===== config.mk =====
export PLATFORM = sky130hd
export DESIGN_NAME = infix_to_postfix_converter_flat
export DESIGN_NICKNAME = d
export VERILOG_FILES = /design/src/rtl/core/i2p_pkg.sv /design/src/rtl/core/i2p_in_if.sv /design/src/rtl/core/i2p_out_if.sv /design/src/rtl/core/infix_to_postfix_converter.sv /design/src/rtl/core/i2p_datapath.sv /design/src/rtl/core/i2p_controller.sv /design/src/flat_wrapper.sv
export SDC_FILE = /design/constraint.sdc
export NUM_CORES = 1
export LEC_CHECK = 0
export ABC_AREA = 1
export BUFFER_PORTS_ARGS = -buffer_cell sky130_fd_sc_hd__buf_4
export CAP_MARGIN = 15
export CELL_PAD_IN_SITES_DETAIL_PLACEMENT = 1
export CELL_PAD_IN_SITES_GLOBAL_PLACEMENT = 2
export CORE_MARGIN = 5
export CORE_UTILIZATION = 40
export CTS_BUF_LIST = sky130_fd_sc_hd__clkbuf_8
export DETAILED_ROUTE_END_ITERATION = 6
export GPL_TIMING_DRIVEN = 0
export PLACE_DENSITY_LB_ADDON = 0.1
export REMOVE_ABC_BUFFERS = 1
export SKIP_LAST_GASP = 1
export SLEW_MARGIN = 20
export SYNTH_ARGS = -nofsm -noshare
export SYNTH_HDL_FRONTEND = slang
export SYNTH_SLANG_ARGS = --single-unit
export TNS_END_PERCENT = 50

===== constraint.sdc =====
create_clock -name clk -period 4.4 [get_ports clk]
set_input_delay 0.44 -clock clk [delete_from_list [all_inputs] [get_ports clk]]
set_output_delay 0.44 -clock clk [all_outputs]
set_load 0.01 [all_outputs]

===== src/rtl/core/i2p_pkg.sv =====
// shared types, character and operator codes, and helpers for the infix to postfix converter
package i2p_pkg;

	// ascii characters the converter recognizes or produces
	localparam logic [7:0] CH_PLUS  = 8'h2B;
	localparam logic [7:0] CH_MINUS = 8'h2D;
	localparam logic [7:0] CH_STAR  = 8'h2A;
	localparam logic [7:0] CH_SLASH = 8'h2F;
	localparam logic [7:0] CH_LPAR  = 8'h28;
	localparam logic [7:0] CH_RPAR  = 8'h29;
	localparam logic [7:0] CH_SPACE = 8'h20;
	localparam logic [7:0] CH_ZERO  = 8'h30;
	localparam logic [7:0] CH_NINE  = 8'h39;
	localparam logic [7:0] CH_NULL  = 8'h00;

	// operator stack entry codes
	localparam logic [2:0] OP_NONE = 3'd0;
	localparam logic [2:0] OP_ADD  = 3'd1;
	localparam logic [2:0] OP_SUB  = 3'd2;
	localparam logic [2:0] OP_MUL  = 3'd3;
	localparam logic [2:0] OP_DIV  = 3'd4;
	localparam logic [2:0] OP_LPAR = 3'd5;

	// error codes carried on a result beat
	localparam logic [1:0] ERR_NONE      = 2'd0;
	localparam logic [1:0] ERR_FULL      = 2'd1;
	localparam logic [1:0] ERR_UNMATCHED = 2'd2;

	// per-item result budget
	localparam int         RES_W       = 6;
	localparam logic [5:0] MAX_RESULTS = 6'd40;
	localparam logic [5:0] RES_LAST    = 6'd39;

	// commands from the controller to the datapath, valid for one cycle
	typedef struct packed {
		logic       load;
		logic       emit;
		logic [7:0] emit_char;
		logic       emit_has;
		logic       emit_last;
		logic [1:0] emit_err;
		logic       pop;
		logic       push;
		logic [2:0] push_code;
		logic       set_in_num;
		logic       clr_in_num;
		logic       set_pm;
		logic       clr_pm;
		logic       set_lock;
		logic       set_emitted;
		logic       clr_state;
	} cmd_t;

	// status from the datapath to the controller
	typedef struct packed {
		logic [7:0] ch;
		logic       end_item;
		logic [2:0] top_code;
		logic       empty;
		logic       full;
		logic       last_entry;
		logic       in_num;
		logic       pm;
		logic       emitted;
		logic       lock;
		logic       cnt_zero;
		logic       slot_ok;
	} status_t;

	function automatic logic [7:0] op_char(input logic [2:0] code);
		logic [7:0] c;
		case (code)
			OP_ADD:  c = CH_PLUS;
			OP_SUB:  c = CH_MINUS;
			OP_MUL:  c = CH_STAR;
			OP_DIV:  c = CH_SLASH;
			OP_LPAR: c = CH_LPAR;
			default: c = CH_NULL;
		endcase
		return c;
	endfunction

	function automatic logic [1:0] op_prec(input logic [2:0] code);
		logic [1:0] p;
		case (code)
			OP_ADD, OP_SUB: p = 2'd1;
			OP_MUL, OP_DIV: p = 2'd2;
			default:        p = 2'd0;
		endcase
		return p;
	endfunction

	function automatic logic is_digit(input logic [7:0] c);
		return (c >= CH_ZERO) && (c <= CH_NINE);
	endfunction

endpackage


===== src/rtl/core/i2p_in_if.sv =====
// input channel: one infix character or end mark per beat
interface i2p_in_if;
	logic       valid;
	logic       ready;
	logic [7:0] ch;
	logic       end_of_expr;

	modport source (output valid, output ch, output end_of_expr, input ready);
	modport sink (input valid, input ch, input end_of_expr, output ready);
endinterface


===== src/rtl/core/i2p_out_if.sv =====
// output channel: one postfix character or marker per beat
interface i2p_out_if;
	logic       valid;
	logic       ready;
	logic [7:0] out_char;
	logic       has_char;
	logic       last;
	logic [1:0] error_code;

	modport source (output valid, output out_char, output has_char, output last,
		output error_code, input ready);
	modport sink (input valid, input out_char, input has_char, input last,
		input error_code, output ready);
endinterface


===== src/rtl/core/infix_to_postfix_converter.sv =====
// top level of the infix to postfix converter
// Converts an infix expression, one ASCII character per input beat, into postfix text
// delivered one character per output beat, tokens separated by single spaces. An input
// beat with end_of_expr set flushes the operator stack, marks the final beat with last
// and returns the block to its reset state. A '-' is held until the next beat so that
// "-digit" becomes a signed number. A full stack or an unmatched ')' produces one beat
// with error_code set and has_char low; input is then ignored until end_of_expr, which
// yields a single empty last beat. Items are handled one at a time by a sequencer that
// takes one step per cycle unless an emitting step waits for output room: an item is
// accepted, then dispatched, then handled in steps that decode the character, emit the
// output beats and push or pop the stack; output back-pressure stretches only the steps
// that emit. At most 40 beats are produced per input beat; further beats of that item
// are dropped. There is no clearing pass after reset.
module infix_to_postfix_converter #(
	parameter int STACK_DEPTH = 16
) (
	input logic       clk,
	input logic       arst_n,
	i2p_in_if.sink    infix,
	i2p_out_if.source postfix
);

	i2p_pkg::cmd_t    cmd;
	i2p_pkg::status_t st;
	logic             ctl_ready;

	// sequencer
	i2p_controller u_ctl (
		.clk      (clk),
		.arst_n   (arst_n),
		.in_valid (infix.valid),
		.in_ready (ctl_ready),
		.st       (st),
		.cmd      (cmd)
	);

	// stack, flags and output register
	i2p_datapath #(
		.STACK_DEPTH (STACK_DEPTH)
	) u_dp (
		.clk     (clk),
		.arst_n  (arst_n),
		.cmd     (cmd),
		.st      (st),
		.in_ch   (infix.ch),
		.in_end  (infix.end_of_expr),
		.postfix (postfix)
	);

	assign infix.ready = ctl_ready;

`ifndef SYNTHESIS
	// an accepted beat keeps the sequencer busy for at least the next cycle
	a_busy_after_accept: assert property (@(posedge clk) disable iff (!arst_n)
		(infix.valid && infix.ready) |=> !infix.ready)
		else $error("input accepted on two consecutive cycles");

	// a beat without a character carries a null character
	a_null_when_empty: assert property (@(posedge clk) disable iff (!arst_n)
		(postfix.valid && !postfix.has_char) |-> (postfix.out_char == i2p_pkg::CH_NULL))
		else $error("marker beat carries a character");

	// an error beat never carries a character and holds a defined error code
	a_error_beat_shape: assert property (@(posedge clk) disable iff (!arst_n)
		(postfix.valid && (postfix.error_code != i2p_pkg::ERR_NONE))
		|-> (!postfix.has_char && ((postfix.error_code == i2p_pkg::ERR_FULL) ||
		(postfix.error_code == i2p_pkg::ERR_UNMATCHED))))
		else $error("malformed error beat");
`endif

endmodule


===== src/rtl/core/i2p_datapath.sv =====
// datapath: operator stack, parse flags, result counter and output register
module i2p_datapath #(
	parameter int STACK_DEPTH = 16
) (
	input  logic             clk,
	input  logic             arst_n,
	input  i2p_pkg::cmd_t    cmd,
	output i2p_pkg::status_t st,
	input  logic [7:0]       in_ch,
	input  logic             in_end,
	i2p_out_if.source        postfix
);

	localparam int CNT_W = $clog2(STACK_DEPTH + 1);
	localparam int IDX_W = $clog2(STACK_DEPTH);

	logic [2:0]                 stack_q [STACK_DEPTH];
	logic [CNT_W-1:0]           count_q;
	logic [CNT_W-1:0]           top_pos;
	logic [7:0]                 ch_q;
	logic                       end_q;
	logic                       in_num_q;
	logic                       pm_q;
	logic                       emitted_q;
	logic                       lock_q;
	logic [i2p_pkg::RES_W-1:0]  res_cnt_q;
	logic                       res_full;
	logic                       keep;
	logic                       out_valid_q;
	logic [7:0]                 out_char_q;
	logic                       out_has_q;
	logic                       out_last_q;
	logic [1:0]                 out_err_q;

	assign top_pos  = count_q - CNT_W'(1);
	assign res_full = (res_cnt_q == i2p_pkg::MAX_RESULTS);
	assign keep     = cmd.emit && !res_full;

	// status toward the controller
	always_comb begin
		st.ch         = ch_q;
		st.end_item   = end_q;
		st.top_code   = stack_q[top_pos[IDX_W-1:0]];
		st.empty      = (count_q == '0);
		st.full       = (count_q >= CNT_W'(STACK_DEPTH));
		st.last_entry = (count_q == CNT_W'(1));
		st.in_num     = in_num_q;
		st.pm         = pm_q;
		st.emitted    = emitted_q;
		st.lock       = lock_q;
		st.cnt_zero   = (res_cnt_q == '0);
		st.slot_ok    = res_full || !out_valid_q || postfix.ready;
	end

	// operator stack storage, entries below the count are the live ones
	always_ff @(posedge clk) begin
		if (cmd.push) begin
			stack_q[count_q[IDX_W-1:0]] <= cmd.push_code;
		end
	end

	// stack pointer
	always_ff @(posedge clk or negedge arst_n) begin
		if (!arst_n) begin
			count_q <= '0;
		end else if (cmd.clr_state) begin
			count_q <= '0;
		end else if (cmd.push) begin
			count_q <= count_q + CNT_W'(1);
		end else if (cmd.pop) begin
			count_q <= count_q - CNT_W'(1);
		end
	end

	// current input beat
	always_ff @(posedge clk) begin
		if (cmd.load) begin
			ch_q  <= in_ch;
			end_q <= in_end;
		end
	end

	// parse flags
	always_ff @(posedge clk or negedge arst_n) begin
		if (!arst_n) begin
			in_num_q  <= 1'b0;
			pm_q      <= 1'b0;
			emitted_q <= 1'b0;
			lock_q    <= 1'b0;
		end else if (cmd.clr_state) begin
			in_num_q  <= 1'b0;
			pm_q      <= 1'b0;
			emitted_q <= 1'b0;
			lock_q    <= 1'b0;
		end else begin
			if (cmd.set_in_num) begin
				in_num_q <= 1'b1;
			end else if (cmd.clr_in_num) begin
				in_num_q <= 1'b0;
			end
			if (cmd.set_pm) begin
				pm_q <= 1'b1;
			end else if (cmd.clr_pm) begin
				pm_q <= 1'b0;
			end
			if (cmd.set_emitted) begin
				emitted_q <= 1'b1;
			end
			if (cmd.set_lock) begin
				lock_q <= 1'b1;
			end
		end
	end

	// results produced for the current item, saturating at the budget
	always_ff @(posedge clk or negedge arst_n) begin
		if (!arst_n) begin
			res_cnt_q <= '0;
		end else if (cmd.load) begin
			res_cnt_q <= '0;
		end else if (keep) begin
			res_cnt_q <= res_cnt_q + i2p_pkg::RES_W'(1);
		end
	end

	// output register valid
	always_ff @(posedge clk or negedge arst_n) begin
		if (!arst_n) begin
			out_valid_q <= 1'b0;
		end else if (keep) begin
			out_valid_q <= 1'b1;
		end else if (postfix.ready) begin
			out_valid_q <= 1'b0;
		end
	end

	// output register payload, the budget's final beat of an end item is marked last
	always_ff @(posedge clk) begin
		if (keep) begin
			out_char_q <= cmd.emit_char;
			out_has_q  <= cmd.emit_has;
			out_last_q <= cmd.emit_last || (end_q && (res_cnt_q == i2p_pkg::RES_LAST));
			out_err_q  <= cmd.emit_err;
		end
	end

	assign postfix.valid      = out_valid_q;
	assign postfix.out_char   = out_char_q;
	assign postfix.has_char   = out_has_q;
	assign postfix.last       = out_last_q;
	assign postfix.error_code = out_err_q;

endmodule


===== src/rtl/core/i2p_controller.sv =====
// controller: shunting-yard sequencer issuing one datapath step per cycle unless an emitting step waits for output room
module i2p_controller (
	input  logic             clk,
	input  logic             arst_n,
	input  logic             in_valid,
	output logic             in_ready,
	input  i2p_pkg::status_t st,
	output i2p_pkg::cmd_t    cmd
);

	typedef enum logic [8:0] {
		S_IDLE     = 9'b000000001,
		S_DISPATCH = 9'b000000010,
		S_PM_DIGIT = 9'b000000100,
		S_HANDLE   = 9'b000001000,
		S_OP_POP   = 9'b000010000,
		S_CLOSE    = 9'b000100000,
		S_FLUSH    = 9'b001000000,
		S_ERR      = 9'b010000000,
		S_END_MARK = 9'b100000000
	} state_t;

	// where to continue once an operator has been pushed
	typedef enum logic [1:0] {
		CTX_NONE = 2'd0,
		CTX_CHAR = 2'd1,
		CTX_END  = 2'd2
	} ctx_t;

	state_t             state_q, state_d;
	ctx_t               ctx_q, ctx_d;
	logic [2:0]         op_q, op_d;
	logic [1:0]         err_q, err_d;
	logic               sp_q, sp_d;
	logic               sp_phase;
	logic               go;
	logic [7:0]         top_char;
	i2p_pkg::cmd_t      raw;

	// next step and command
	always_comb begin
		raw      = '0;
		state_d  = state_q;
		ctx_d    = ctx_q;
		op_d     = op_q;
		err_d    = err_q;
		sp_d     = sp_q;
		in_ready = 1'b0;
		sp_phase = st.emitted && !sp_q;
		top_char = i2p_pkg::op_char(st.top_code);

		unique case (state_q)
			S_IDLE: begin
				in_ready = 1'b1;
				if (in_valid) begin
					raw.load = 1'b1;
					sp_d     = 1'b0;
					state_d  = S_DISPATCH;
				end
			end

			S_DISPATCH: begin
				if (st.end_item) begin
					if (st.lock) begin
						state_d = S_END_MARK;
					end else if (st.pm) begin
						raw.clr_pm = 1'b1;
						op_d       = i2p_pkg::OP_SUB;
						ctx_d      = CTX_END;
						state_d    = S_OP_POP;
					end else begin
						state_d = S_FLUSH;
					end
				end else if (st.lock) begin
					state_d = S_IDLE;
				end else if (st.pm) begin
					if (i2p_pkg::is_digit(st.ch)) begin
						// held minus becomes a sign token
						raw.emit     = 1'b1;
						raw.emit_has = 1'b1;
						if (sp_phase) begin
							raw.emit_char = i2p_pkg::CH_SPACE;
							sp_d          = 1'b1;
						end else begin
							raw.emit_char   = i2p_pkg::CH_MINUS;
							raw.set_emitted = 1'b1;
							raw.clr_pm      = 1'b1;
							sp_d            = 1'b0;
							state_d         = S_PM_DIGIT;
						end
					end else begin
						raw.clr_pm = 1'b1;
						op_d       = i2p_pkg::OP_SUB;
						ctx_d      = CTX_CHAR;
						state_d    = S_OP_POP;
					end
				end else begin
					state_d = S_HANDLE;
				end
			end

			S_PM_DIGIT: begin
				raw.emit       = 1'b1;
				raw.emit_has   = 1'b1;
				raw.emit_char  = st.ch;
				raw.set_in_num = 1'b1;
				state_d        = S_IDLE;
			end

			S_HANDLE: begin
				if (i2p_pkg::is_digit(st.ch)) begin
					raw.emit     = 1'b1;
					raw.emit_has = 1'b1;
					if (st.in_num) begin
						raw.emit_char = st.ch;
						state_d       = S_IDLE;
					end else if (sp_phase) begin
						raw.emit_char = i2p_pkg::CH_SPACE;
						sp_d          = 1'b1;
					end else begin
						raw.emit_char   = st.ch;
						raw.set_emitted = 1'b1;
						raw.set_in_num  = 1'b1;
						sp_d            = 1'b0;
						state_d         = S_IDLE;
					end
				end else begin
					raw.clr_in_num = 1'b1;
					state_d        = S_IDLE;
					unique case (st.ch)
						i2p_pkg::CH_MINUS: raw.set_pm = 1'b1;
						i2p_pkg::CH_LPAR: begin
							if (st.full) begin
								err_d   = i2p_pkg::ERR_FULL;
								state_d = S_ERR;
							end else begin
								raw.push      = 1'b1;
								raw.push_code = i2p_pkg::OP_LPAR;
							end
						end
						i2p_pkg::CH_RPAR: state_d = S_CLOSE;
						i2p_pkg::CH_PLUS: begin
							op_d    = i2p_pkg::OP_ADD;
							ctx_d   = CTX_NONE;
							state_d = S_OP_POP;
						end
						i2p_pkg::CH_STAR: begin
							op_d    = i2p_pkg::OP_MUL;
							ctx_d   = CTX_NONE;
							state_d = S_OP_POP;
						end
						i2p_pkg::CH_SLASH: begin
							op_d    = i2p_pkg::OP_DIV;
							ctx_d   = CTX_NONE;
							state_d = S_OP_POP;
						end
						default: state_d = S_IDLE;
					endcase
				end
			end

			S_OP_POP: begin
				// pop entries of equal or higher precedence, then push
				if (!st.empty &&
					(i2p_pkg::op_prec(st.top_code) >= i2p_pkg::op_prec(op_q))) begin
					raw.emit     = 1'b1;
					raw.emit_has = 1'b1;
					if (sp_phase) begin
						raw.emit_char = i2p_pkg::CH_SPACE;
						sp_d          = 1'b1;
					end else begin
						raw.emit_char   = top_char;
						raw.set_emitted = 1'b1;
						raw.pop         = 1'b1;
						sp_d            = 1'b0;
					end
				end else if (st.full) begin
					err_d   = i2p_pkg::ERR_FULL;
					state_d = S_ERR;
				end else begin
					raw.push      = 1'b1;
					raw.push_code = op_q;
					case (ctx_q)
						CTX_CHAR: state_d = S_HANDLE;
						CTX_END:  state_d = S_FLUSH;
						default:  state_d = S_IDLE;
					endcase
				end
			end

			S_CLOSE: begin
				if (!st.empty && (st.top_code != i2p_pkg::OP_LPAR)) begin
					raw.emit     = 1'b1;
					raw.emit_has = 1'b1;
					if (sp_phase) begin
						raw.emit_char = i2p_pkg::CH_SPACE;
						sp_d          = 1'b1;
					end else begin
						raw.emit_char   = top_char;
						raw.set_emitted = 1'b1;
						raw.pop         = 1'b1;
						sp_d            = 1'b0;
					end
				end else if (st.empty) begin
					err_d   = i2p_pkg::ERR_UNMATCHED;
					state_d = S_ERR;
				end else begin
					// drop the matching open parenthesis
					raw.pop = 1'b1;
					state_d = S_IDLE;
				end
			end

			S_FLUSH: begin
				if (!st.empty) begin
					raw.emit     = 1'b1;
					raw.emit_has = 1'b1;
					if (sp_phase) begin
						raw.emit_char = i2p_pkg::CH_SPACE;
						sp_d          = 1'b1;
					end else begin
						raw.emit_char   = top_char;
						raw.emit_last   = st.last_entry;
						raw.set_emitted = 1'b1;
						raw.pop         = 1'b1;
						sp_d            = 1'b0;
					end
				end else if (st.cnt_zero) begin
					state_d = S_END_MARK;
				end else begin
					raw.clr_state = 1'b1;
					state_d       = S_IDLE;
				end
			end

			S_ERR: begin
				raw.emit       = 1'b1;
				raw.emit_char  = i2p_pkg::CH_NULL;
				raw.emit_err   = err_q;
				raw.set_lock   = 1'b1;
				raw.clr_pm     = 1'b1;
				raw.clr_in_num = 1'b1;
				state_d        = st.end_item ? S_END_MARK : S_IDLE;
			end

			S_END_MARK: begin
				raw.emit      = 1'b1;
				raw.emit_char = i2p_pkg::CH_NULL;
				raw.emit_last = 1'b1;
				raw.emit_err  = i2p_pkg::ERR_NONE;
				raw.clr_state = 1'b1;
				state_d       = S_IDLE;
			end

			default: state_d = S_IDLE;
		endcase
	end

	// a step that emits waits for room in the output register unless the result budget is spent
	assign go  = !raw.emit || st.slot_ok;
	assign cmd = go ? raw : '0;

	// sequencer registers
	always_ff @(posedge clk or negedge arst_n) begin
		if (!arst_n) begin
			state_q <= S_IDLE;
			ctx_q   <= CTX_NONE;
			op_q    <= i2p_pkg::OP_NONE;
			err_q   <= i2p_pkg::ERR_NONE;
			sp_q    <= 1'b0;
		end else if (go) begin
			state_q <= state_d;
			ctx_q   <= ctx_d;
			op_q    <= op_d;
			err_q   <= err_d;
			sp_q    <= sp_d;
		end
	end

endmodule

===== src/flat_wrapper.sv =====
// flat-port wrapper written by rule: the top's interface ports become plain ports
module infix_to_postfix_converter_flat 
#(
	parameter int STACK_DEPTH = 16
)
  (clk, arst_n, infix_valid, infix_ch, infix_end_of_expr, infix_ready, postfix_valid, postfix_out_char, postfix_has_char, postfix_last, postfix_error_code, postfix_ready);
  i2p_in_if infix_i ();
  i2p_out_if postfix_i ();
  input logic clk;
  input logic arst_n;
  input wire logic [$bits(infix_i.valid)-1:0] infix_valid;
  input wire logic [$bits(infix_i.ch)-1:0] infix_ch;
  input wire logic [$bits(infix_i.end_of_expr)-1:0] infix_end_of_expr;
  output wire logic [$bits(infix_i.ready)-1:0] infix_ready;
  output wire logic [$bits(postfix_i.valid)-1:0] postfix_valid;
  output wire logic [$bits(postfix_i.out_char)-1:0] postfix_out_char;
  output wire logic [$bits(postfix_i.has_char)-1:0] postfix_has_char;
  output wire logic [$bits(postfix_i.last)-1:0] postfix_last;
  output wire logic [$bits(postfix_i.error_code)-1:0] postfix_error_code;
  input wire logic [$bits(postfix_i.ready)-1:0] postfix_ready;
  assign infix_i.valid = infix_valid;
  assign infix_i.ch = infix_ch;
  assign infix_i.end_of_expr = infix_end_of_expr;
  assign infix_ready = infix_i.ready;
  assign postfix_valid = postfix_i.valid;
  assign postfix_out_char = postfix_i.out_char;
  assign postfix_has_char = postfix_i.has_char;
  assign postfix_last = postfix_i.last;
  assign postfix_error_code = postfix_i.error_code;
  assign postfix_i.ready = postfix_ready;
  infix_to_postfix_converter #(.STACK_DEPTH(STACK_DEPTH)) u_core (.clk(clk), .arst_n(arst_n), .infix(infix_i), .postfix(postfix_i));
endmodule

==> results.md, run 1 <==
- Count of flip-flops with a built-in enable after synthesis: 69
- Required time of the critical path: 4500 ps
- Cells after Synth: 669
- Crit-path slowest cell: dfrtp_4
- Largest fanout of any net on the critical path: 29
- Max Transition Viols Final: 0
- Clk_lat worst skew: 400 ps
- Ratio of total power to cell area: 586 nW/um^2
- Ratio of routed vias to standard cells: 5.21
- Sinks on Clock Net: 102
- Cell chosen for the clock root: clkbuf_8
- Final design area excluding fillers: 6340 sq um
- Number of standard-cell rows in the floorplan: 43
- Initial core utilization: 40.9%
- DR pass1 iterations: 4
- Share of layout cells above drive strength 1: 14.0%
- Average detailed-routed wire length per instance: 17.8 microns
- Final Setup Violations: 0
- Overflow after GRT: 0
- Period utilisation layout: 92.7%
- Reg-to-Reg Start: u_core.u_dp.count_q[0]
- Worst hold path endpoint: u_core.u_dp.ch_q[0]
- Fin nets: 726
- Achievable clock frequency: 245 MHz
- Clock slew seen by the registers of the worst setup and hold paths: 100 ps
- Portion of the post-synthesis area used by sequential elements: 50.8%
- Antenna Violating Nets Remaining: 0
- Wire length on met1: 6540 microns
- Worst Max-Slew Pin Slew: 677 ps
- Outcome: finished clean
- Area of placed instances: 6020 sq um
- Largest net degree at the start of global routing: 34
- Met3 wire length: 319 microns
- Average instance area after synthesis: 8.52 sq um
- Total Wirelength: 15700 microns
- Number of different library cells in the post-synthesis netlist: 49
- Overall routing resource usage: 20.1%
- Crit start category: flop
- Number of cells in the design after placement: 864
- Fin Clk Skew: 5.24 ps
- First-pass GRT wire length: 25800 microns
- Max rail drop VDD: 266 uV
- Proportion of register bits with asynchronous set or reset after synthesis: 32.4%
- Max-cap violations: 0
- Number of remaining DRC errors: 0
- Final worst path period need: 4080 ps
- Main flop type after synthesis: edfxtp_1
- Commonest non-fill, non-tap cell in the layout: nand2_1
- Synthesized cell area: 5700 sq um
- Clock tree from TritonCTS: built
- Worst-case headroom to the max-slew limit: 54.8%
- Number of register bits inferred by synthesis: 102
- Synthesis warning total: 0
- Number of DRC violations after detailed-routing iteration 0: 208
- RSZ-0062 raised after global routing: yes
- Commonest cells after routing, fill and taps aside: nand2_1 (183), inv_1 (86), edfxtp_1 (69)
- Inserted Clock Buffers: 9
- Hold crit path type: in2reg
- Number of levels the H-tree was split into: 3
- Flop2flop setup slack: 320 ps
- Number of vias after detailed routing: 4625
- Worst hold stages: 1
- Depth of the worst register-to-register path: 18
- Cell breakdown of the critical path: inv_6 -> ha_2 -> xnor2_2 -> nand3_1 -> nand3_1 -> nand2_1 -> clkinv_2 -> nand2_1 -> a22oi_2 -> ha_1 -> a21boi_0 -> o21ai_2 -> inv_1 -> nand2_2 -> nand3_4 -> nand2_4 -> nand3_2 -> clkinvlp_4
- Deepest clock path buffer count: 2
- Placer Congestion: 0.881
- Non-filler instance count after layout: 887
- DIE AREA: 16700 sq um
- Relative area change from synthesis to final layout: 11.2%
- Sum of net half-perimeters after detailed placement: 11900 microns
- Leakage: 2.85 nW
- Core outline area: 13900 sq um
- Number of hold violations in the final report: 0
- Worst reg2reg path endpoint: u_core.u_dp.ch_q[7]
- Highest layer used for signal routing: met4
- Ant. Diodes: 0
- Final setup TNS: 0 ps
- I/O pin count: 27
- Width of the chip: 129 microns
- CP peak stage delay: 540 ps
- Number of I/O port buffers: 26
- Die height: 129 microns
- Worst hold slack: 212 ps
- Min-delay src: infix_ch[0]
- Number of global-route vias before repair: 4944
- Class of the most critical setup path: reg2reg
- Initial antenna violation count: 0
- Met2 WL post-DR: 8550 microns
- Arr. time, crit path: 4180 ps
- Kind of end point of the critical path: flop
worst max-delay path, delay by kind of cell, from the launching register on:
| family | cells | cell delay (ps) |
|---|---|---|
| xor gates and xnor gates | 1 | 230 |
| adders and majority gates | 2 | 590 |
| buffers and inverters | 4 | 660 |
| and+or+nand+nor | 8 | 1170 |
| AOI/OAI and AO/OA | 3 | 570 |
| DFF | 1 | 540 |
synthesized netlist by cell type, drive strengths merged, types with 2 or more instances:
cell    count  area, sq um
a21oi      12         60.1
a31oi       2         12.5
xor2        9         86.3
a21boi      2         15.0
o211ai      3         27.5
and3        2         12.5
buf        11          109
nand4      17          106
o21ai      36          188
nor3       10         60.1
nand3      73          425
xnor2       2         25.0
inv        96          368
o31ai       4         30.0
nor3b       2         20.0
nand2     193          759
dfrtp      32          801
edfxtp     69         2070
nor2       71          282
clkbuf      2         7.51
ha         11          138
nor4        2         12.5
power breakdown:
part | leakage [nW] | internal, mW | switching [mW]
combinational | 1.66 | 0.611 | 1.26
clock | 0.100 | 0.271 | 0.360
sequential | 1.09 | 1.11 | 0.105
total | 2.85 | 2.00 | 1.72
stage by stage:
| stage | util, % | worst slack, ps | power, mW |
|---|---|---|---|
| after detailed placement | 43.2 | -1490 | 2.98 |
| after global routing | 45.5 | -3.48 | 4.03 |
| after CTS | 45.1 | 94.2 | 3.67 |
| final | 45.5 | 323 | 3.72 |
| after global placement | 43.1 | -1980 | 2.93 |
| after floorplan | - | 186 | 2.46 |
flip-flops by register name (all words and copies together) (netlist names), 2 cells and up:
register                        cells
u_core.u_dp.res_cnt_q               6
u_core.u_ctl.op_q                   3
u_core.u_dp.postfix.out_char        8
u_core.u_dp.postfix.error_code      2
u_core.u_dp.ch_q                    8
u_core.u_ctl.err_q                  2
u_core.u_dp.count_q                 5
u_core.u_ctl.ctx_q                  2
u_core.u_ctl.state_q                9
u_core.u_dp.stack_q                48
worst max-delay path by stage:
stage | start | to | slack [ps] | depth (start not counted)
after floorplan | u_core.u_dp.count_q[0] | u_core.u_dp.stack_q[0][0] | 190 | 17
after global placement | u_core.u_dp.count_q[0] | u_core.u_dp.stack_q[2][2] | -1980 | 17
after detailed placement | u_core.u_dp.count_q[0] | u_core.u_dp.stack_q[3][1] | -1490 | 17
after CTS | u_core.u_dp.count_q[0] | u_core.u_dp.stack_q[1][0] | 90 | 19
after global routing | u_core.u_dp.count_q[0] | u_core.u_dp.stack_q[1][1] | -3 | 20
final | u_core.u_dp.count_q[0] | u_core.u_dp.ch_q[7] | 320 | 18
routing by layer:
metal	global-route usage [%]	vias up
met5	0	-
met4	7.60	0
met3	2.84	21
met2	38.5	53
met1	22.5	2282
li1	-	2269
kinds of logic (layout without fill, tap and decap cells):
family                   Yosys count  count (layout)  synth area share, %
flip-flops                       102             102                 50.8
XOR/XNOR                          11              11                 1.95
buffers and inverters            110             148                 8.58
AO/OA/AOI/OAI                     64              64                 6.65
adder cells (fa/ha/maj)           11              11                 2.41
AND/OR/NAND/NOR                  371             371                 29.6
area by class of cell:
class	count	area [sq um]
tap	180	225
timing repair buffer	35	273
fill	1702	7590
multi-input combinational	457	2360
clock buffer	9	124
sequential	102	2900
inverter	97	380
clock inverter	7	78.8
timing repair:
item | CTS | global route
hold endpoints to repair | 17 | 0
gates resized for setup | 7 | 7
gates cloned | 0 | 0
setup buffers | 2 | 4
hold buffers | 1 | 0
endpoints found under the setup margin | 156 | 105
pin swaps | 0 | 1
Note: power is estimated with default switching activity, not from simulation.
==> inputs of run 2 (changes only) <==
--- a/config.mk
+++ b/config.mk
@@ -10,7 +10,7 @@
 export CAP_MARGIN = 15
 export CELL_PAD_IN_SITES_DETAIL_PLACEMENT = 1
 export CELL_PAD_IN_SITES_GLOBAL_PLACEMENT = 2
-export CORE_MARGIN = 5
+export CORE_MARGIN = 4
 export CORE_UTILIZATION = 40
 export CTS_BUF_LIST = sky130_fd_sc_hd__clkbuf_8
 export DETAILED_ROUTE_END_ITERATION = 6
==> constraint.sdc (replaced) <==
create_clock -name clk -period 4.4 [get_ports clk]
set_input_delay 0.22 -clock clk [delete_from_list [all_inputs] [get_ports clk]]
set_output_delay 0.22 -clock clk [all_outputs]
set_load 0.01 [all_outputs]
==> run 2 against run 1 <==
  * Hold slack worse by 94 ps
  * Non-clock buffer count up 8
  * Worst setup slack better by 11 ps
  * Sequential share of layout area down 0.70 points
  * Flip-flop and latch count unchanged
  * Critical path depth up 3
  * Combinational power about the same
  * Clock skew up 7.4 ps
  * Die area down 3.1%
  * Utilization up 0.71 points
  * Critical path type unchanged
  * Largest cell class unchanged
==> results.md, run 2 (synthesis results as in run 1) <==
- Kind of end point of the critical path: flop
- Number of levels the H-tree was split into: 3
- Sinks on Clock Net: 102
- Number of global-route vias before repair: 4978
- Setup slack after layout: 334 ps
- Ant. Diodes: 0
- FF+latch area: 2900 sq um
- Initial core utilization: 40.9%
- Share of layout cells above drive strength 1: 14.5%
- RSZ-0062 raised after global routing: yes
- Antenna Violating Nets Remaining: 0
- DIE AREA: 16200 sq um
- Hold crit path type: in2reg
- Total Wirelength: 15600 microns
- Multi-input gate area: 2400 sq um
- Sequential share of power: 33.4%
- Outcome: finished clean
- Crit-path slowest cell: dfrtp_4
- Placer Congestion: 0.872
- Worst hold slack: 118 ps
- Cell breakdown of the critical path: inv_8 -> ha_4 -> clkinvlp_4 -> nand2_1 -> nand3_1 -> nand3_1 -> nand2_2 -> inv_1 -> nand2_1 -> o22ai_1 -> inv_1 -> ha_1 -> inv_1 -> a21boi_0 -> o21ai_2 -> inv_1 -> nor2_1 -> inv_1 -> nand2_2 -> nand2_1 -> nor2_2
- Number of remaining DRC errors: 0
- Relative area change from synthesis to final layout: 12.9%
- Die height: 127 microns
- Design Power: 3.69 mW
- Overall routing resource usage: 20.3%
- Largest fanout of any net on the critical path: 29
- Achievable clock frequency: 246 MHz
- Worst Max-Slew Pin Slew: 680 ps
- Cell chosen for the clock root: clkbuf_8
- Combinational Power Share: 51.2%
- Number of flip-flops under the largest register name: 48
- Number of vias after detailed routing: 4645
- Ratio of total power to cell area: 572 nW/um^2
- Required time of the critical path: 4500 ps
- Final worst path period need: 4070 ps
- CP peak stage delay: 560 ps
- Clock slew seen by the registers of the worst setup and hold paths: 100 ps
- Flop2flop setup slack: 330 ps
- Final Setup Violations: 0
- Non-filler instance count after layout: 895
- Clk_lat worst skew: 390 ps
- CP bufs+invs: 7
- Leakage: 2.88 nW
- Fin Clk Skew: 12.6 ps
- Number of DRC violations after detailed-routing iteration 0: 204
- Inserted Clock Buffers: 9
- Commonest non-fill, non-tap cell in the layout: nand2_1
- Max rail drop VDD: 264 uV
- Worst-case headroom to the max-slew limit: 54.6%
- Max Transition Viols Final: 0
- Number of hold violations in the final report: 0
- Deepest clock path buffer count: 2
- Commonest cells after routing, fill and taps aside: nand2_1 (183), inv_1 (87), edfxtp_1 (69)
- Pre-CTS WS: -1420 ps
- Fill count: 1673
- First-pass GRT wire length: 25600 microns
- Number of I/O port buffers: 26
- Number of standard-cell rows in the floorplan: 43
- Psw: 1.73 mW
- Largest net degree at the start of global routing: 34
- Cell family contributing the most delay on the critical path: simple AND/OR/NAND/NOR gates
- Internal power: 1.95 mW
- Relative contribution of the clock network to total power: 15.4%
- Switching power share of the total: 47.0%
- Core outline area: 13900 sq um
- Number of cells in the design after placement: 863
- Fin nets: 734
- I/O pin count: 27
- Sum of net half-perimeters after detailed placement: 11900 microns
- Width of the chip: 127 microns
- Clock tree from TritonCTS: built
- Overflow after GRT: 0
- Class of the most critical setup path: reg2reg
- Ratio of routed vias to standard cells: 5.19
- Arr. time, crit path: 4160 ps
- Average detailed-routed wire length per instance: 17.4 microns
- Crit start category: flop
- Initial antenna violation count: 0
- DR pass1 iterations: 4
- CP dominant cell by count: inv_1
- Final setup TNS: 0 ps
- Max-cap violations: 0
- Period utilisation layout: 92.4%
-- run 2: changes by cell type in the layout (fill, tap and decap cells not counted), sizes merged --
cell,delta
bufinv,-1
dlygate4sd3,+9
inv,+1
buf,-1
-- run 2: worst register-to-register path, delay by kind of cell (launching register included) --
family | cells | cell delay, ps
simple gates | 9 | 1370
buf+inv | 7 | 770
fa+ha+maj | 2 | 630
flops | 1 | 560
compound gates | 3 | 460
-- run 2: cell type report --
type | count | area share (%)
Clock buffer | 9 | 1.92
Clock inverter | 7 | 0.835
Inverter | 97 | 5.95
Multi-Input combinational cell | 457 | 37.3
Sequential cell | 102 | 45.1
Tap cell | 180 | 3.50
Timing Repair Buffer | 43 | 5.46
-- run 2: power groups by stage --
stage | Combinational [mW] | Sequential [mW] | Clock, mW
2_1_floorplan | 1.23 | 1.23 | 0
3_3_place_gp | 1.66 | 1.26 | 0
5_1_grt | 2.13 | 1.25 | 0.638
6_report | 1.89 | 1.23 | 0.568
4_1_cts | 1.77 | 1.23 | 0.585
3_5_place_dp | 1.71 | 1.27 | 0
-- run 2: worst paths after layout --
path	cells past startpoint	endpoint	start
setup / recovery	21	u_core.u_dp.stack_q[8][2]	u_core.u_dp.count_q[0]
hold / removal	4	u_core.u_dp.postfix.valid	postfix_ready
setup reg to reg	21	u_core.u_dp.stack_q[8][2]	u_core.u_dp.count_q[0]
hold reg to reg	2	u_core.u_ctl.err_q[1]	u_core.u_ctl.err_q[1]
max in group asynchronous	2	u_core.u_dp.count_q[0]	arst_n
min in group asynchronous	2	u_core.u_ctl.state_q[2]	arst_n
-- run 2: per-layer routing --
metal  part of all wire, %  wire [microns]  GRT usage, %  vias to the layer above
li1                      -               -             -                     2290
met1                    41            6410          23.2                     2289
met2                    55            8540          38.5                       44
met3                   1.8             279          2.63                       22
met4                   2.1             330          7.32                        0
met5                     0               0             0                        -
-- run 2: metrics by stage --
| step | util [%] | area [sq um] |
|---|---|---|
| 3_3_place_gp | 43.1 | 6010 |
| 2_1_floorplan | - | 5590 |
| 3_5_place_dp | 43.2 | 6020 |
| 6_report | 46.2 | 6440 |
| 5_1_grt | 46.2 | 6440 |
| 4_1_cts | 45.4 | 6330 |
-- run 2: what timing repair did --
action,4_1_cts,5_1_grt
pin swaps,0,1
hold buffers,10,0
endpoints found under the setup margin,156,142
setup buffers,1,5
hold endpoints to repair,41,0
resized for setup,6,17
